$ cat config.mk
export PLATFORM = sky130hd
export DESIGN_NAME = utf8_character_assembler
export DESIGN_NICKNAME = d
export VERILOG_FILES = /design/src/sv/utf8ca_pkg.sv /design/src/sv/utf8_character_assembler.sv
export VERILOG_INCLUDE_DIRS = /design/src /design/src/sv
export SDC_FILE = /design/constraint.sdc
export NUM_CORES = 1
export LEC_CHECK = 0
export ABC_CLOCK_PERIOD_IN_PS = 5270
export BUFFER_PORTS_ARGS = -buffer_cell sky130_fd_sc_hd__buf_4
export CAP_MARGIN = 20
export CORE_UTILIZATION = 50
export CTS_CLUSTER_DIAMETER = 50
export DETAILED_ROUTE_END_ITERATION = 8
export PLACE_DENSITY = 0.77
export SLEW_MARGIN = 20
export SYNTH_ARGS = -nofsm -noshare
export SYNTH_HDL_FRONTEND = slang
export SYNTH_SLANG_ARGS = --single-unit
$ cat constraint.sdc
create_clock -name clock -period 5.27 [get_ports clock]
set_input_delay 0.7905 -clock clock [delete_from_list [all_inputs] [get_ports clock]]
set_output_delay 0.7905 -clock clock [all_outputs]
set_load 0.02 [all_outputs]
$ cat src/sv/utf8_character_assembler_macros.svh
// Assertion macros for the UTF-8 character assembler.
// No dependencies; included by the top level.
`ifndef UTF8_CHARACTER_ASSEMBLER_MACROS_SVH
`define UTF8_CHARACTER_ASSEMBLER_MACROS_SVH

// antecedent implies consequent in the same cycle
`define UCA_ASSERT_SAME(label, clk, rst, ante, cons, msg) \
   label: assert property (@(posedge clk) disable iff (rst) (ante) |-> (cons)) else $error(msg);

// antecedent implies consequent in the next cycle
`define UCA_ASSERT_NEXT(label, clk, rst, ante, cons, msg) \
   label: assert property (@(posedge clk) disable iff (rst) (ante) |=> (cons)) else $error(msg);

`endif

$ cat src/sv/utf8ca_pkg.sv
// Types, constants and the byte class function of the UTF-8 character assembler.
// No dependencies.
`default_nettype none

package utf8ca_pkg;

   typedef logic [3:0] dfa_state_type;
   typedef logic [3:0] byte_class_type;

   localparam dfa_state_type ST_ACCEPT = 4'd0;
   localparam dfa_state_type ST_REJECT = 4'd1;

   localparam logic STATUS_VALID   = 1'b0;
   localparam logic STATUS_INVALID = 1'b1;

   localparam int unsigned BUF_DEPTH = 4;

   typedef struct packed {
      logic        status;
      logic [31:0] char_data;
      logic [2:0]  char_length;
   } result_type;

   // next state, [state][byte class]; rows 9..15 unreachable
   localparam dfa_state_type NEXT_STATE [16][16] = '{
      '{4'd0,4'd1,4'd2,4'd3,4'd5,4'd8,4'd7,4'd1,4'd1,4'd1,4'd4,4'd6,4'd1,4'd1,4'd1,4'd1},
      '{4'd1,4'd1,4'd1,4'd1,4'd1,4'd1,4'd1,4'd1,4'd1,4'd1,4'd1,4'd1,4'd1,4'd1,4'd1,4'd1},
      '{4'd1,4'd0,4'd1,4'd1,4'd1,4'd1,4'd1,4'd0,4'd1,4'd0,4'd1,4'd1,4'd1,4'd1,4'd1,4'd1},
      '{4'd1,4'd2,4'd1,4'd1,4'd1,4'd1,4'd1,4'd2,4'd1,4'd2,4'd1,4'd1,4'd1,4'd1,4'd1,4'd1},
      '{4'd1,4'd1,4'd1,4'd1,4'd1,4'd1,4'd1,4'd2,4'd1,4'd1,4'd1,4'd1,4'd1,4'd1,4'd1,4'd1},
      '{4'd1,4'd2,4'd1,4'd1,4'd1,4'd1,4'd1,4'd1,4'd1,4'd2,4'd1,4'd1,4'd1,4'd1,4'd1,4'd1},
      '{4'd1,4'd1,4'd1,4'd1,4'd1,4'd1,4'd1,4'd3,4'd1,4'd3,4'd1,4'd1,4'd1,4'd1,4'd1,4'd1},
      '{4'd1,4'd3,4'd1,4'd1,4'd1,4'd1,4'd1,4'd3,4'd1,4'd3,4'd1,4'd1,4'd1,4'd1,4'd1,4'd1},
      '{4'd1,4'd3,4'd1,4'd1,4'd1,4'd1,4'd1,4'd1,4'd1,4'd1,4'd1,4'd1,4'd1,4'd1,4'd1,4'd1},
      '{4'd1,4'd1,4'd1,4'd1,4'd1,4'd1,4'd1,4'd1,4'd1,4'd1,4'd1,4'd1,4'd1,4'd1,4'd1,4'd1},
      '{4'd1,4'd1,4'd1,4'd1,4'd1,4'd1,4'd1,4'd1,4'd1,4'd1,4'd1,4'd1,4'd1,4'd1,4'd1,4'd1},
      '{4'd1,4'd1,4'd1,4'd1,4'd1,4'd1,4'd1,4'd1,4'd1,4'd1,4'd1,4'd1,4'd1,4'd1,4'd1,4'd1},
      '{4'd1,4'd1,4'd1,4'd1,4'd1,4'd1,4'd1,4'd1,4'd1,4'd1,4'd1,4'd1,4'd1,4'd1,4'd1,4'd1},
      '{4'd1,4'd1,4'd1,4'd1,4'd1,4'd1,4'd1,4'd1,4'd1,4'd1,4'd1,4'd1,4'd1,4'd1,4'd1,4'd1},
      '{4'd1,4'd1,4'd1,4'd1,4'd1,4'd1,4'd1,4'd1,4'd1,4'd1,4'd1,4'd1,4'd1,4'd1,4'd1,4'd1},
      '{4'd1,4'd1,4'd1,4'd1,4'd1,4'd1,4'd1,4'd1,4'd1,4'd1,4'd1,4'd1,4'd1,4'd1,4'd1,4'd1}
   };

   function automatic byte_class_type byte_class(input logic [7:0] b);
      byte_class_type c;
      if (b inside {[8'h00:8'h7F]})      c = 4'd0;
      else if (b inside {[8'h80:8'h8F]}) c = 4'd1;
      else if (b inside {[8'h90:8'h9F]}) c = 4'd9;
      else if (b inside {[8'hA0:8'hBF]}) c = 4'd7;
      else if (b inside {[8'hC0:8'hC1]}) c = 4'd8;
      else if (b inside {[8'hC2:8'hDF]}) c = 4'd2;
      else if (b == 8'hE0)               c = 4'd10;
      else if (b == 8'hED)               c = 4'd4;
      else if (b inside {[8'hE1:8'hEF]}) c = 4'd3;
      else if (b == 8'hF0)               c = 4'd11;
      else if (b inside {[8'hF1:8'hF3]}) c = 4'd6;
      else if (b == 8'hF4)               c = 4'd5;
      else                               c = 4'd8;
      return c;
   endfunction

endpackage

`default_nettype wire

$ cat src/sv/utf8_character_assembler.sv
// UTF-8 character assembler: one byte in per cycle unless req_stall is high, one character or error out.
// Uses utf8ca_pkg and utf8_character_assembler_macros.svh.
//
// Takes one byte per clock with no bubbles while the skid stage is empty. Each
// byte costs a single table lookup on the DFA state and byte class. A result is
// registered when the character's final byte is accepted. It lands in the
// output register if that register is empty or being taken in that cycle;
// otherwise it waits in a one-entry skid stage until the output register frees.
// req_stall rises only when the output register and the skid stage both hold
// results the receiver has not taken, and it drops in the cycle after the
// receiver takes an item.
`default_nettype none
`include "utf8_character_assembler_macros.svh"

module utf8_character_assembler (
   input  wire logic        clock,
   input  wire logic        reset,
   input  wire logic        req_valid,
   output logic             req_stall,
   input  wire logic [7:0]  req_byte_value,
   output logic             rsp_valid,
   input  wire logic        rsp_stall,
   output logic             rsp_status,
   output logic [31:0]      rsp_char_data,
   output logic [2:0]       rsp_char_length
);
   import utf8ca_pkg::*;

   dfa_state_type state_ff;
   logic [7:0]    buf_ff [BUF_DEPTH];
   logic [2:0]    count_ff;

   logic          rsp_valid_ff;
   result_type    rsp_ff;
   logic          skid_valid_ff;
   result_type    skid_ff;

   logic          req_fire;
   logic          rsp_take;
   logic [1:0]    slot;
   logic [2:0]    count_in;
   logic [7:0]    buf_in [BUF_DEPTH];
   dfa_state_type next_state;
   logic          emit;
   result_type    res_in;

   assign req_stall = skid_valid_ff;
   assign req_fire  = req_valid && !req_stall;
   assign rsp_take  = rsp_valid_ff && !rsp_stall;

   // buffer full guard: saturate on the last slot
   assign slot     = count_ff[2] ? 2'd3 : count_ff[1:0];
   assign count_in = {1'b0, slot} + 3'd1;

   always_comb begin
      for (int i = 0; i < BUF_DEPTH; i++) begin
         buf_in[i] = (slot == 2'(i)) ? req_byte_value : buf_ff[i];
      end
   end

   assign next_state = NEXT_STATE[state_ff][byte_class(req_byte_value)];
   assign emit       = (next_state == ST_ACCEPT) || (next_state == ST_REJECT);

   assign res_in.status      = (next_state == ST_REJECT) ? STATUS_INVALID : STATUS_VALID;
   assign res_in.char_data   = {buf_in[3], buf_in[2], buf_in[1], buf_in[0]};
   assign res_in.char_length = count_in;

   always_ff @(posedge clock) begin
      if (reset) begin
         state_ff <= ST_ACCEPT;
         count_ff <= 3'd0;
         for (int i = 0; i < BUF_DEPTH; i++) buf_ff[i] <= 8'h00;
      end else if (req_fire) begin
         if (emit) begin
            state_ff <= ST_ACCEPT;
            count_ff <= 3'd0;
            for (int i = 0; i < BUF_DEPTH; i++) buf_ff[i] <= 8'h00;
         end else begin
            state_ff <= next_state;
            count_ff <= count_in;
            for (int i = 0; i < BUF_DEPTH; i++) buf_ff[i] <= buf_in[i];
         end
      end
   end

   always_ff @(posedge clock) begin
      if (reset) begin
         rsp_valid_ff  <= 1'b0;
         skid_valid_ff <= 1'b0;
      end else if (!rsp_valid_ff || rsp_take) begin
         if (skid_valid_ff) begin
            rsp_ff        <= skid_ff;
            rsp_valid_ff  <= 1'b1;
            skid_valid_ff <= 1'b0;
         end else begin
            rsp_valid_ff <= req_fire && emit;
            if (req_fire && emit) rsp_ff <= res_in;
         end
      end else if (req_fire && emit) begin
         skid_ff       <= res_in;
         skid_valid_ff <= 1'b1;
      end
   end

   assign rsp_valid       = rsp_valid_ff;
   assign rsp_status      = rsp_ff.status;
   assign rsp_char_data   = rsp_ff.char_data;
   assign rsp_char_length = rsp_ff.char_length;

   `UCA_ASSERT_SAME(a_skid_behind_out, clock, reset, skid_valid_ff, rsp_valid_ff, "skid holds item while output empty")
   `UCA_ASSERT_SAME(a_accept_empty, clock, reset, state_ff == ST_ACCEPT, count_ff == 3'd0, "bytes pending in accept state")
   `UCA_ASSERT_SAME(a_never_reject, clock, reset, 1'b1, state_ff != ST_REJECT, "reject state stored")
   `UCA_ASSERT_NEXT(a_emit_visible, clock, reset, req_fire && emit, rsp_valid_ff, "result lost after final byte")

endmodule

`default_nettype wire
# Yosys cells after proc, flatten, opt, wreduce, memory -nomap -nowiden
# Memories as Yosys holds them, arrays and structs flattened.
# Cells that the tools add are included.
# totals
regBits	81
ram_bits	32
romBits	1024
input_bits	12
out_inout_bits	38
wordCells	119
mem_count	2
# mem_list
memory	depth	word_bits	rd	rd_clocked_by_memory_dff	write_ports	line	rtl
(name not given)	16	64	1	0	0	utf8_character_assembler.sv:61	assign next_state = NEXT_STATE[state_ff][byte_class(req_byte_value)];
buf_ff	4	8	4	0	4	utf8_character_assembler.sv:30	logic [7:0] buf_ff [BUF_DEPTH];
# classes
n_addsub	1
magnitude_cmp	18
n_eq_ne	8
n_mux	46
n_bitwise	12
reduce_logical	22
# ops
op	n
$mux 64	2
$mux 8	12
$mux 36	2
$mux 4	15
$ge 8x8->1 const B	7
$le 8x8->1 const B	7
$eq 8x8->1 const B	4
$bmux 4 s4	1
$mux 1	12
$logic_and 1x1->1	11
$ge 5x5->1 const B	2
$not 4->5	2
$ge 8x1->1 const B	1
$le 8x7->1 const B	1
$or 1x1->1	8
$reduce_and 3->1	2
$eq 2x2->1 const B	2
$eq 4x1->1 const B	1
$logic_not 4->1	1
$add 2x1->3 const B	1
$logic_not 1->1	3
$mux 3	1
$eq 2x1->1 const B	1
$logic_not 2->1	1
5 further kinds	7

# Depth between registers and ports, before layout
# logic_depth
depth_word	25
depth_mapped	9
mapped_depth_nobuf	7

# Least setup slack after synthesis
# Ideal clock, no wire load.
# synth_timing
path_kind	in2reg
startpoint	input req_byte_value[4]
endpoint	register rsp_ff (netlist bit rsp_char_data[0]) (enable)
setup_time_ps	484
t_arrival_ps	5249
t_required_ps	4786
path_slack_ps	-463
path_stages	7
n_path_buf	0
path_cell_list	or4_1 -> and3b_1 -> or3_4 -> nor3b_1 -> o221ai_2 -> a41oi_1 -> a211oi_1
# synth_via
elab_chain_cells	22
elab_cells_between_ends	50
cone_classes	order compare (16); eq/ne (5); mux (15); bitwise (1); reduce/logical (13)
# synth_lines
item	line	rtl
from (decl)	utf8_character_assembler.sv:20	input wire logic [7:0] req_byte_value,
$ge 8x8->1 (tied with other cells)	utf8ca_pkg.sv:56	else if (b inside {[8'hF1:8'hF3]}) c = 4'd6;
$logic_and 1x1->1 or $mux 4 (tied branches)	utf8ca_pkg.sv:56, utf8ca_pkg.sv:57	
$mux 4	utf8ca_pkg.sv:56	
$mux 4	utf8ca_pkg.sv:55	else if (b == 8'hF0) c = 4'd11;
$mux 4	utf8ca_pkg.sv:54	else if (b inside {[8'hE1:8'hEF]}) c = 4'd3;
$mux 4	utf8ca_pkg.sv:53	else if (b == 8'hED) c = 4'd4;
$mux 4	utf8ca_pkg.sv:52	else if (b == 8'hE0) c = 4'd10;
$mux 4	utf8ca_pkg.sv:51	else if (b inside {[8'hC2:8'hDF]}) c = 4'd2;
[... 5 more ...]	n/a	
$not 4->5 (not written as such) *	utf8_character_assembler.sv:61	
$bmux 4 s4 *	utf8_character_assembler.sv:61	
$mux 4 (not written as such) * (2 in series)	utf8_character_assembler.sv:61	
$eq 4x1->1 or $logic_not 4->1 (tied branches)	utf8_character_assembler.sv:62	assign emit = (next_state == ST_ACCEPT) || (next_state == ST_REJECT);
$logic_or 1x1->1 *	utf8_character_assembler.sv:62	
$logic_and 1x1->1 *	utf8_character_assembler.sv:97	if (req_fire && emit) rsp_ff <= res_in;
$reduce_bool 2->1 (no source line) *	n/a	
$reduce_and 3->1 (no source line) *	n/a	
to (signal assigned)	utf8_character_assembler.sv:92	rsp_ff <= skid_ff;
to (signal assigned)	utf8_character_assembler.sv:97	
to (decl)	utf8_character_assembler.sv:34	result_type rsp_ff;
# Mark *: on every way between the ends. The rest lies on a longest branch, timed or not. The select of a mux whose other input is x is not followed.
# A chain may end at the register's enable or synchronous reset.

# Worst setup path in the final report
# layout_timing
startpoint	input req_byte_value[4]
endpoint	register skid_ff[9] in the netlist's numbering (enable)
# layout_via
elab_chain_cells	21
elab_cells_between_ends	49
cone_classes	order compare (16); eq/ne (5); mux (15); bitwise (1); reduce/logical (12)
# layout_lines
item	line	rtl
$ge 8x8->1 (tied with other cells)	utf8ca_pkg.sv:56	
$logic_and 1x1->1 or $mux 4 (tied branches)	utf8ca_pkg.sv:56, utf8ca_pkg.sv:57	
$mux 4	utf8ca_pkg.sv:56	
$mux 4	utf8ca_pkg.sv:55	
$mux 4	utf8ca_pkg.sv:54	
$mux 4	utf8ca_pkg.sv:53	
$mux 4	utf8ca_pkg.sv:52	
$mux 4	utf8ca_pkg.sv:51	
[... 4 more ...]	n/a	
$mux 4 *	utf8ca_pkg.sv:46	if (b inside {[8'h00:8'h7F]}) c = 4'd0;
$not 4->5 (not written as such) *	utf8_character_assembler.sv:61	
$bmux 4 s4 *	utf8_character_assembler.sv:61	
$mux 4 (not written as such) * (2 in series)	utf8_character_assembler.sv:61	
$eq 4x1->1 or $logic_not 4->1 (tied branches)	utf8_character_assembler.sv:62	
$logic_or 1x1->1 *	utf8_character_assembler.sv:62	
$logic_and 1x1->1 *	utf8_character_assembler.sv:99	end else if (req_fire && emit) begin
$reduce_and 3->1 (no source line) *	n/a	
to (signal assigned)	utf8_character_assembler.sv:100	skid_ff <= res_in;
to (decl)	utf8_character_assembler.sv:36	result_type skid_ff;
# Marked as above.

==> results.py <==
metrics = {
    "place": {
        "dp.cells": 514,
        "place_ws_ns": 0.955,
        "dp_hpwl_mm": 6.25,
        "io_buffers": 49,
        "gp_congestion": 0.962,
    },
    "floorplan": {
        "std_cell_rows": 36,
        "die_h_um": 103,
        "die-area_um2": 10700,
        "core_um2": 9860,
        "initial_core_util": 0.521,
        "die_x_um": 103,
        "ioPinCount": 50,
    },
    "sta": {
        "fin_crit_ns": 3.82,
        "fmax_mhz": 261,
        "fin_setup_tns_ns": 0,
        "finalHoldViolations": 0,
        "worst_pin_slew_ns": 0.985,
        "drv_slew": 0,
        "fin_skew_ns": 0.00991,
        "min_period_over_period": 0.726,
        "relSlewSlack": 0.342,
        "setup_slack_ns": 1.45,
        "rsz0062_at_grt": "no",
        "finalSetupViolations": 0,
    },
    "yosys": {
        "synth_edf_count": 96,
        "synth_top_area_share": 0.561,
        "synth_cell_types": 54,
        "synth.yosys.seq_area_share": 0.628,
        "synth.net_count": 370,
        "yosysTopAreaCell": "edfxtp_1",
        "synth_flop_cell": "edfxtp_1",
        "synthCells": 354,
        "avgSynthCellArea_um2": 14.5,
        "async_flop_share": 0,
        "yosys_warnings": 0,
        "syn-cell-area_um2": 5140,
        "synth_seq_cells": 113,
        "synthTopCellsByCount": "edfxtp_1 (96), mux2_2 (67), nor2b_2 (18)",
        "synthTopCellsByArea": "edfxtp_1 (56%), mux2_2 (15%), dfxtp_1 (6.6%)",
        "yosys.cell_count.top_type": "edfxtp_1",
    },
    "detailed_routing": {
        "drcViolationCount": 0,
        "routed_wl_mm": 9.98,
        "dr.pass1.iters": 4,
        "drt-vias-per-instance": 5.67,
        "num_vias": 3098,
        "drtIter0Drc": 171,
        "post_drt_wl_per_cell_um": 18.3,
        "ant_nets": 0,
    },
    "cells_and_area": {
        "fill_cells": 777,
        "fin_cells": 546,
        "antenna_cells": 0,
        "nets": 416,
        "multi_input_area_um2": 1810,
        "layout-drive-gt1-share": 0.433,
        "synthToLayoutAreaGrowth_pct": 20.2,
        "seq_area_um2": 3220,
    },
    "power": {
        "power_density_nw_per_um2": 380,
        "vdd_drop_max_uv": 254,
        "p_leak_nw": 2.22,
        "power_mw": 2.35,
    },
    "setup_path": {
        "cp-start-kind": "primary input",
        "path_class": "in -> reg",
        "rrSetupSlack_ns": 2.15,
        "endpoint_kind": "flip-flop",
        "r2r_cells": 3,
        "r2r_start": "req_stall",
        "path_max_fanout": 30,
        "required_ns": 5.48,
        "arrival_ns": 4.03,
        "slowest_delay_ns": 0.69,
        "crit_chain": "buf_4, or4_1, and3b_1, or3_4, nor3b_1, o221ai_2, nand3_1, nor4_4, buf_12",
        "r2r-end": "buf_ff[0][3]",
        "slowest_stage": "nor4_4",
    },
    "run": {
        "drv_cap": 0,
    },
    "hold_path": {
        "hold_path.startpoint": "buf_ff[2][2]",
        "hold_depth": 1,
        "min_path_type": "reg -> reg",
        "min_to": "buf_ff[2][2]",
    },
    "global_routing": {
        "antenna_found_initial": 0,
        "grt-ovfl-total": 0,
        "track_usage": 0.209,
        "grt_pass1_vias": 3066,
        "grt_pass1_wl_mm": 16.1,
        "grt_max_degree": 43,
    },
    "clock_network": {
        "hold_buffers": 0,
        "cts_buffer_depth": 2,
        "cts_setup_buffers": 0,
        "path_clk_slew_ns": 0.05,
        "h-tree-depth": 4,
        "clock-root-buffer": "clkbuf_8",
        "worstSkewPairLatency_ns": 0.52,
        "cts_tree": "yes",
        "numCtsBuffers": 17,
        "numClockSinks": 113,
        "cts_resized": 0,
    },
    "status": {
        "outcome": "completed",
    },
}
[per-stage QoR]
step                cell area [µm²]  hold WS, ns   util
finish                         6170        0.466  0.626
CTS                            6170        0.469  0.626
floorplan                      5140        0.421      -
detailed placement             5600        0.434  0.568
global placement               5600        0.430  0.568
global route                   6170        0.488  0.626
[per-layer routing]
layer | wire (µm) | global-route usage | vias to the layer above
met5 | 0 | 0 | -
met4 | 161 | 0.102 | 0
met3 | 367 | 0.0504 | 18
met2 | 5060 | 0.342 | 99
met1 | 4400 | 0.262 | 1529
li1 | - | - | 1452
[flip-flops by register name, summed over array words and instances (netlist names)]
| register | flops |
|---|---|
| req_stall | 1 |
| rsp_char_length | 3 |
| count_ff | 3 |
| rsp_status | 1 |
| skid_ff | 36 |
| rsp_valid | 1 |
| state_ff | 4 |
| buf_ff | 32 |
| rsp_char_data | 32 |
[worst max-delay path: cells and delay by family]
| kind | cells | cell delay [ns] |
|---|---|---|
| simple gates | 6 | 2.55 |
| buf+inv | 2 | 0.43 |
| compound gates | 1 | 0.23 |
[power breakdown]
group          total [mW]  internal [mW]  switching, mW
Combinational       0.211         0.0866          0.124
Clock                1.11          0.715          0.392
Sequential           1.03           1.01         0.0149
Total                2.35           1.82          0.532
[cell type report]
cell class,instances,share of cell area
Clock buffer,21,0.0695
Clock inverter,11,0.0225
Inverter,3,0.00182
Multi-Input combinational cell,214,0.293
Sequential cell,113,0.522
Tap cell,133,0.0270
Timing Repair Buffer,51,0.0641
[cells by family after synthesis]
family | synth area share
flip-flops | 0.628
AND/OR/NAND/NOR | 0.107
multiplexers | 0.149
AO/OA/AOI/OAI | 0.0823
buffers and inverters | 0.0248
adder cells (fa/ha/maj) | 0.00974
[worst max-delay path by stage]
stage               cells after the start          end              start
floorplan                               8   skid_ff[0]  req_byte_value[4]
global placement                        9  skid_ff[14]  req_byte_value[4]
detailed placement                      9  skid_ff[33]  req_byte_value[4]
CTS                                     9  skid_ff[31]  req_byte_value[4]
finish                                  9   skid_ff[9]  req_byte_value[4]
global route                            9  skid_ff[31]  req_byte_value[4]
[placed cells by master (no fill, tap or decap), drive strengths merged, types with 2 or more instances in the layout]
cell type  synthesis  final
clkinvlp           0      2
nand2             14     14
nand2b             4      4
dfxtp             17     17
o31ai              3      3
mux2              67     67
inv                3      3
nor2b             28     28
a211oi             2      2
a32o              10     10
nor3               4      4
ha                 4      4
a21oi             11     11
edfxtp            96     96
clkinv             0      6
bufinv             0      3
nor4               5      5
or3b               2      2
or4                2      2
nand3b             3      3
a21o               2      2
nor3b              2      2
nand3              3      3
buf               10     51
o21a               3      3
o211ai             2      2
o21bai             2      2
clkbuf            14     21
o221ai             2      2
o21ai             12     12
or2                2      2
nor2              11     11
Power figures use the tool's default switching activity.
